### config.mk
export PLATFORM = sky130hd
export DESIGN_NAME = stwsh_gain
export DESIGN_NICKNAME = d
export VERILOG_FILES = /design/src/stwsh_pkg.sv /design/src/stwsh_gain.sv
export VERILOG_INCLUDE_DIRS = /design/src /design/src/src
export SDC_FILE = /design/constraint.sdc
export NUM_CORES = 1
export LEC_CHECK = 0
export ABC_CLOCK_PERIOD_IN_PS = 13450
export BUFFER_PORTS_ARGS = -buffer_cell sky130_fd_sc_hd__clkbuf_2
export CORE_MARGIN = 5
export CORE_UTILIZATION = 55
export DETAILED_ROUTE_END_ITERATION = 8
export PLACE_DENSITY = 0.78
export SYNTH_ARGS = -nofsm -noshare
export SYNTH_HDL_FRONTEND = slang
export SYNTH_SLANG_ARGS = --single-unit
### constraint.sdc
create_clock -name i_clk -period 13.45 [get_ports i_clk]
set_input_delay 1.345 -clock i_clk [delete_from_list [all_inputs] [get_ports i_clk]]
set_output_delay 1.345 -clock i_clk [all_outputs]
set_load 0.005 [all_outputs]
### src/assert_macros.svh
`ifndef ASSERT_MACROS_SVH
`define ASSERT_MACROS_SVH

// Same-cycle implication on i_clk, held off while i_rst_n is low.
`define ASSERT_IMPL(lbl, ante, cons, msg) \
    lbl: assert property (@(posedge i_clk) disable iff (!i_rst_n) (ante) |-> (cons)) \
        else $error(msg);

// Next-cycle implication on i_clk, held off while i_rst_n is low.
`define ASSERT_NEXT(lbl, ante, cons, msg) \
    lbl: assert property (@(posedge i_clk) disable iff (!i_rst_n) (ante) |=> (cons)) \
        else $error(msg);

`endif

### src/stwsh_pkg.sv
`timescale 1ns / 1ps
package stwsh_pkg;

    localparam int SAMPLE_BITS = 24;
    localparam int TABLE_BITS  = 10;
    localparam int TAB_N       = 1 << TABLE_BITS;
    localparam int DATA_W      = ((2 * SAMPLE_BITS + 7) / 8) * 8;

    localparam int A_W      = 28;
    localparam int SQ_LAT   = A_W / 2;
    localparam int ROOT_W   = SQ_LAT;
    localparam int LANE_LAT = SQ_LAT + 7;

    localparam int GAIN_W = 26;
    localparam logic [GAIN_W-1:0] GAIN_CAP   = 26'd40960000;
    localparam logic [GAIN_W-1:0] GAIN_UNITY = 26'd4096;

    localparam logic [2:0] REG_INPUT_GAIN  = 3'd0;
    localparam logic [2:0] REG_THRESHOLD   = 3'd1;
    localparam logic [2:0] REG_RATIO       = 3'd2;
    localparam logic [2:0] REG_SHAPE_MODE  = 3'd3;
    localparam logic [2:0] REG_BOOST_GAIN  = 3'd4;
    localparam logic [2:0] REG_OUTPUT_GAIN = 3'd5;

    localparam logic [2:0] MODE_CLIP   = 3'd0;
    localparam logic [2:0] MODE_LINEAR = 3'd1;
    localparam logic [2:0] MODE_QUAD   = 3'd2;
    localparam logic [2:0] MODE_SQRT   = 3'd3;
    localparam logic [2:0] MODE_SINE   = 3'd4;
    localparam logic [2:0] MODE_ERF    = 3'd5;

    typedef struct packed {
        logic [15:0] input_gain;
        logic [16:0] threshold_level;
        logic [15:0] ratio_level;
        logic [2:0]  shape_mode;
        logic [15:0] boost_gain;
        logic [15:0] output_gain;
    } t_cfg;

    typedef enum logic [1:0] {
        ST_IDLE,
        ST_PREP,
        ST_DIV
    } t_gain_state;

    typedef logic signed [17:0] t_rom [TAB_N];

endpackage

### src/stwsh_gain.sv
`timescale 1ns / 1ps
`include "assert_macros.svh"
module stwsh_gain
    import stwsh_pkg::*;
(
    input  logic              i_clk,
    input  logic              i_rst_n,
    input  t_cfg              i_cfg,
    input  logic              i_we,
    output logic              o_busy,
    output logic [GAIN_W-1:0] o_gain
);

    t_gain_state r_state, n_state;
    logic signed [35:0] r_den;
    logic [35:0] r_rem;
    logic [40:0] r_quo;
    logic [5:0]  r_cnt;
    logic [GAIN_W-1:0] r_gain;

    logic signed [18:0] w_tcomp;
    logic signed [35:0] w_den;
    logic w_both_zero, w_special, w_prep, w_step;
    logic [35:0] w_shift;
    logic w_ge;
    logic [40:0] w_quo_n;

    assign w_tcomp = 19'sd65536 - $signed({2'b00, i_cfg.threshold_level});
    assign w_den = $signed({7'b0, i_cfg.threshold_level, 12'b0})
                 + $signed({20'b0, i_cfg.ratio_level}) * 36'(w_tcomp);
    assign w_both_zero = (i_cfg.threshold_level == 17'd0) && (i_cfg.ratio_level == 16'd0);
    assign w_special = w_both_zero || (w_den <= 36'sd0);

    assign w_shift = {r_rem[34:0], (r_cnt == 6'd40)};
    assign w_ge = w_shift >= $unsigned(r_den);
    assign w_quo_n = {r_quo[39:0], w_ge};

    always_comb begin
        n_state = r_state;
        case (r_state)
            ST_IDLE: n_state = ST_IDLE;
            ST_PREP: n_state = w_special ? ST_IDLE : ST_DIV;
            ST_DIV: n_state = (r_cnt == 6'd0) ? ST_IDLE : ST_DIV;
            default: n_state = ST_IDLE;
        endcase
        if (i_we) begin
            n_state = ST_PREP;
        end
    end

    always_comb begin
        o_busy = 1'b1;
        w_prep = 1'b0;
        w_step = 1'b0;
        case (r_state)
            ST_IDLE: o_busy = 1'b0;
            ST_PREP: w_prep = 1'b1;
            ST_DIV: w_step = 1'b1;
            default: o_busy = 1'b0;
        endcase
    end

    always_ff @(posedge i_clk) begin
        if (!i_rst_n) begin
            r_state <= ST_IDLE;
            r_gain <= GAIN_UNITY;
            r_cnt <= 6'd0;
        end else begin
            r_state <= n_state;
            if (w_prep) begin
                r_den <= w_den;
                r_rem <= '0;
                r_quo <= '0;
                r_cnt <= 6'd40;
                if (w_both_zero) begin
                    r_gain <= GAIN_UNITY;
                end else if (w_den < 36'sd0) begin
                    r_gain <= '0;
                end else if (w_den == 36'sd0) begin
                    r_gain <= GAIN_CAP;
                end
            end else if (w_step) begin
                r_rem <= w_ge ? (w_shift - $unsigned(r_den)) : w_shift;
                r_quo <= w_quo_n;
                r_cnt <= r_cnt - 6'd1;
                if (r_cnt == 6'd0) begin
                    r_gain <= (w_quo_n > 41'(GAIN_CAP)) ? GAIN_CAP : w_quo_n[GAIN_W-1:0];
                end
            end
        end
    end

    assign o_gain = r_gain;

    `ASSERT_NEXT(a_gain_div_count, r_state == ST_DIV && r_cnt != 6'd0 && !i_we, r_state == ST_DIV && r_cnt == $past(r_cnt) - 6'd1, "gain divider lost its step count")
    `ASSERT_IMPL(a_gain_capped, 1'b1, r_gain <= GAIN_CAP, "makeup gain above cap")

endmodule

==> metrics.md <==
| Metric | Value |
|---|---|
| Routed Antenna Nets | `0` |
| Gate Count Post-Synth | `2248` |
| Initial Utilization | `0.552` |
| Final setup viols | `0` |
| CP required | `13810 ps` |
| Synth Area per Inst | `9.18 µm²` |
| Die area | `41500 µm²` |
| Critical Path Most Common Cell | `fa_1` |
| RSZ-0062 raised after global routing | `no` |
| Setup tns final | `0 ps` |
| Setup CP Type | `input port to register` |
| Routability congestion estimate | `0.908` |
| Hold Path Depth | `2` |
| Antenna violations before repair | `0` |
| Core Area | `37400 µm²` |
| Endpoints failing hold | `0` |
| Ys flop type | `edfxtp_1` |
| Vias in the first global route | `16.5k` |
| Vias per cell | `5.51` |
| Initial DRC Count | `1257` |
| Final Skew | `11.1 ps` |
| Area added between synthesis and finish | `6.41%` |
| Worst setup EP type | `register` |
| CTS tree | `built` |
| Worst-path clk slew | `60 ps` |
| Mapped Area | `20600 µm²` |
| Count of different cell masters after synthesis | `69` |
| Avg WL per Cell | `16.4 µm` |
| # Max-Cap Violations | `0` |
| Standard-cell rows | `71` |
| #FFs+latches synth | `145` |
| CTS Hold Buffers Added | `0` |
| Status | `complete, no violations` |
| Worst path max stage delay | `760 ps` |
| CTS root buf | `clkbuf_16` |
| Syn Nets | `2799` |
| Port bufs | `62` |
| Startpoint Class | `input port` |
| Synth warnings | `0` |
| Crit path max fanout | `26` |
| GRT Overall Usage | `0.228` |
| Share of layout cells above drive strength 1 | `0.0568` |
| Critical path's slowest cell | `and2_1` |
| Routed Wire Length | `45600 µm` |
| Clk sinks | `145` |
| Pin count of the biggest net entering global routing | `86` |
| Fmax | `0.0925 GHz` |
| Gr ovfl total | `0` |
| Final Max Slew Viols | `0` |
| EDFF count, synth | `111` |
| Die width | `204 µm` |
| Relative slew slack | `0.107` |
| Hold/Removal Path Class | `register to register` |
| Number of cells on the worst reg-to-reg path | `16` |
| # IOs | `114` |
| Period utilisation layout | `0.803` |
| Commonest non-fill, non-tap cell in the layout | `inv_1` |
| Final worst path period need | `10810 ps` |
| Worst-Skew Late Latency | `420 ps` |
| Post-CTS resize count | `0` |
| DRC Markers | `0` |
| Htree depth | `4` |
| Placed Area | `21400 µm²` |
| Detailed placer's ending HPWL | `36700 µm` |
| Postcts setup bufs | `0` |
| Finished Cell Area | `22000 µm²` |
| R2R setup slack | `8290 ps` |
| Post-synthesis sequential area ratio | `0.194` |
| Ys async rst share | `0` |
| Chip height | `204 µm` |
| DR vias | `15.3k` |
| WP data arrival | `11160 ps` |
| Slew at the pin closest to its max-slew limit | `1340 ps` |
| Most frequent cells in the layout | `479 x inv_1, 315 x fa_1, 199 x and2_1` |
| First-pass GRT wire length | `78800 µm` |
| Final Net Count | `2811` |
| Longest Clk Path Bufs | `2` |
| Pre-antenna DRT Iters | `6` |
| CTS Buf Count | `17` |
through the flow:
step / util / cells / hold WS (ps) / worst slack, ps
2_1_floorplan: - / 2248 / 445 / 3920
3_3_place_gp: 0.572 / 2752 / 436 / 2380
3_5_place_dp: 0.572 / 2752 / 443 / 2240
4_1_cts: 0.587 / 2784 / 451 / 2680
5_1_grt: 0.587 / 2784 / 472 / 1940
6_report: 0.587 / 2786 / 449 / 2640
area by class of cell:
| cell class | count | area [µm²] |
|---|---|---|
| inverter | 480 | 1800 |
| clock inverter | 12 | 96.3 |
| antenna | 2 | 5.00 |
| tap | 511 | 639 |
| fill | 3155 | 15400 |
| sequential | 145 | 4010 |
| clock buffer | 20 | 458 |
| timing repair buffer | 83 | 468 |
| multi-input combinational | 1533 | 14500 |
cell usage after synthesis (all sizes together), types with 6 or more instances:
library cell | number | area share
a21o | 37 | 0.013
xor2 | 29 | 0.012
nor2b | 62 | 0.019
nand3 | 27 | 0.0065
nor4 | 18 | 0.0055
buf | 10 | 0.0029
o21bai | 8 | 0.0029
nor3b | 6 | 0.0022
and3 | 11 | 0.0033
clkbuf | 80 | 0.015
edfxtp | 111 | 0.16
o211ai | 8 | 0.0029
fa | 315 | 0.31
a211oi | 10 | 0.0036
a31oi | 9 | 0.0027
or3 | 9 | 0.0027
nor2 | 81 | 0.015
dfxtp | 34 | 0.033
nand2 | 177 | 0.032
and2 | 199 | 0.060
nor3 | 32 | 0.0078
ha | 149 | 0.090
a21oi | 95 | 0.023
mux2i | 7 | 0.0034
o21ai | 65 | 0.016
nand4 | 37 | 0.011
xnor2 | 49 | 0.021
o21a | 12 | 0.0044
nand2b | 12 | 0.0036
inv | 479 | 0.087
worst max-delay path, delay by kind of cell:
family	cells	cell delay (ps)
XOR/XNOR	1	160
AO/OA/AOI/OAI	6	1430
adder cells (fa/ha/maj)	9	4160
buffers and inverters	6	860
AND/OR/NAND/NOR	10	3200
flip-flops by register name, summed over array words and instances (netlist names):
register  count
o_gain       26
r_cnt         6
r_den        36
r_quo        40
r_rem        35
r_state       2
worst paths after layout:
path	start	end
setup reg to reg	r_cnt[0]$_SDFFE_PP0P_	r_rem[4]$_SDFFCE_PP0P_
setup / recovery	i_cfg[51]	o_gain[22]$_SDFFE_PN0P_
hold / removal	o_gain[15]$_SDFFE_PN0P_	o_gain[15]$_SDFFE_PN0P_
hold reg to reg	o_gain[15]$_SDFFE_PN0P_	o_gain[15]$_SDFFE_PN0P_
logic make-up (layout without fill, tap and decap cells):
logic type      count (synthesis)  count (layout)  synth area share
simple gates                  687             687             0.175
mux                             8               8           0.00394
buf+inv                       570             595             0.105
fa+ha+maj                     464             464             0.396
flops                         145             145             0.194
compound gates                296             296            0.0931
other cells                     0               2                 0
xor+xnor                       78              78            0.0331
metal layers:
layer	wire length [µm]	vias up	global-route usage
li1	-	7140	-
met1	19200	7599	0.297
met2	22400	497	0.392
met3	2610	107	0.0361
met4	1370	0	0.0795
met5	0	-	0
Power is left out: the tool's default activity adds up to more than one toggle a clock period on the data nets, which glitch-free logic cannot reach.
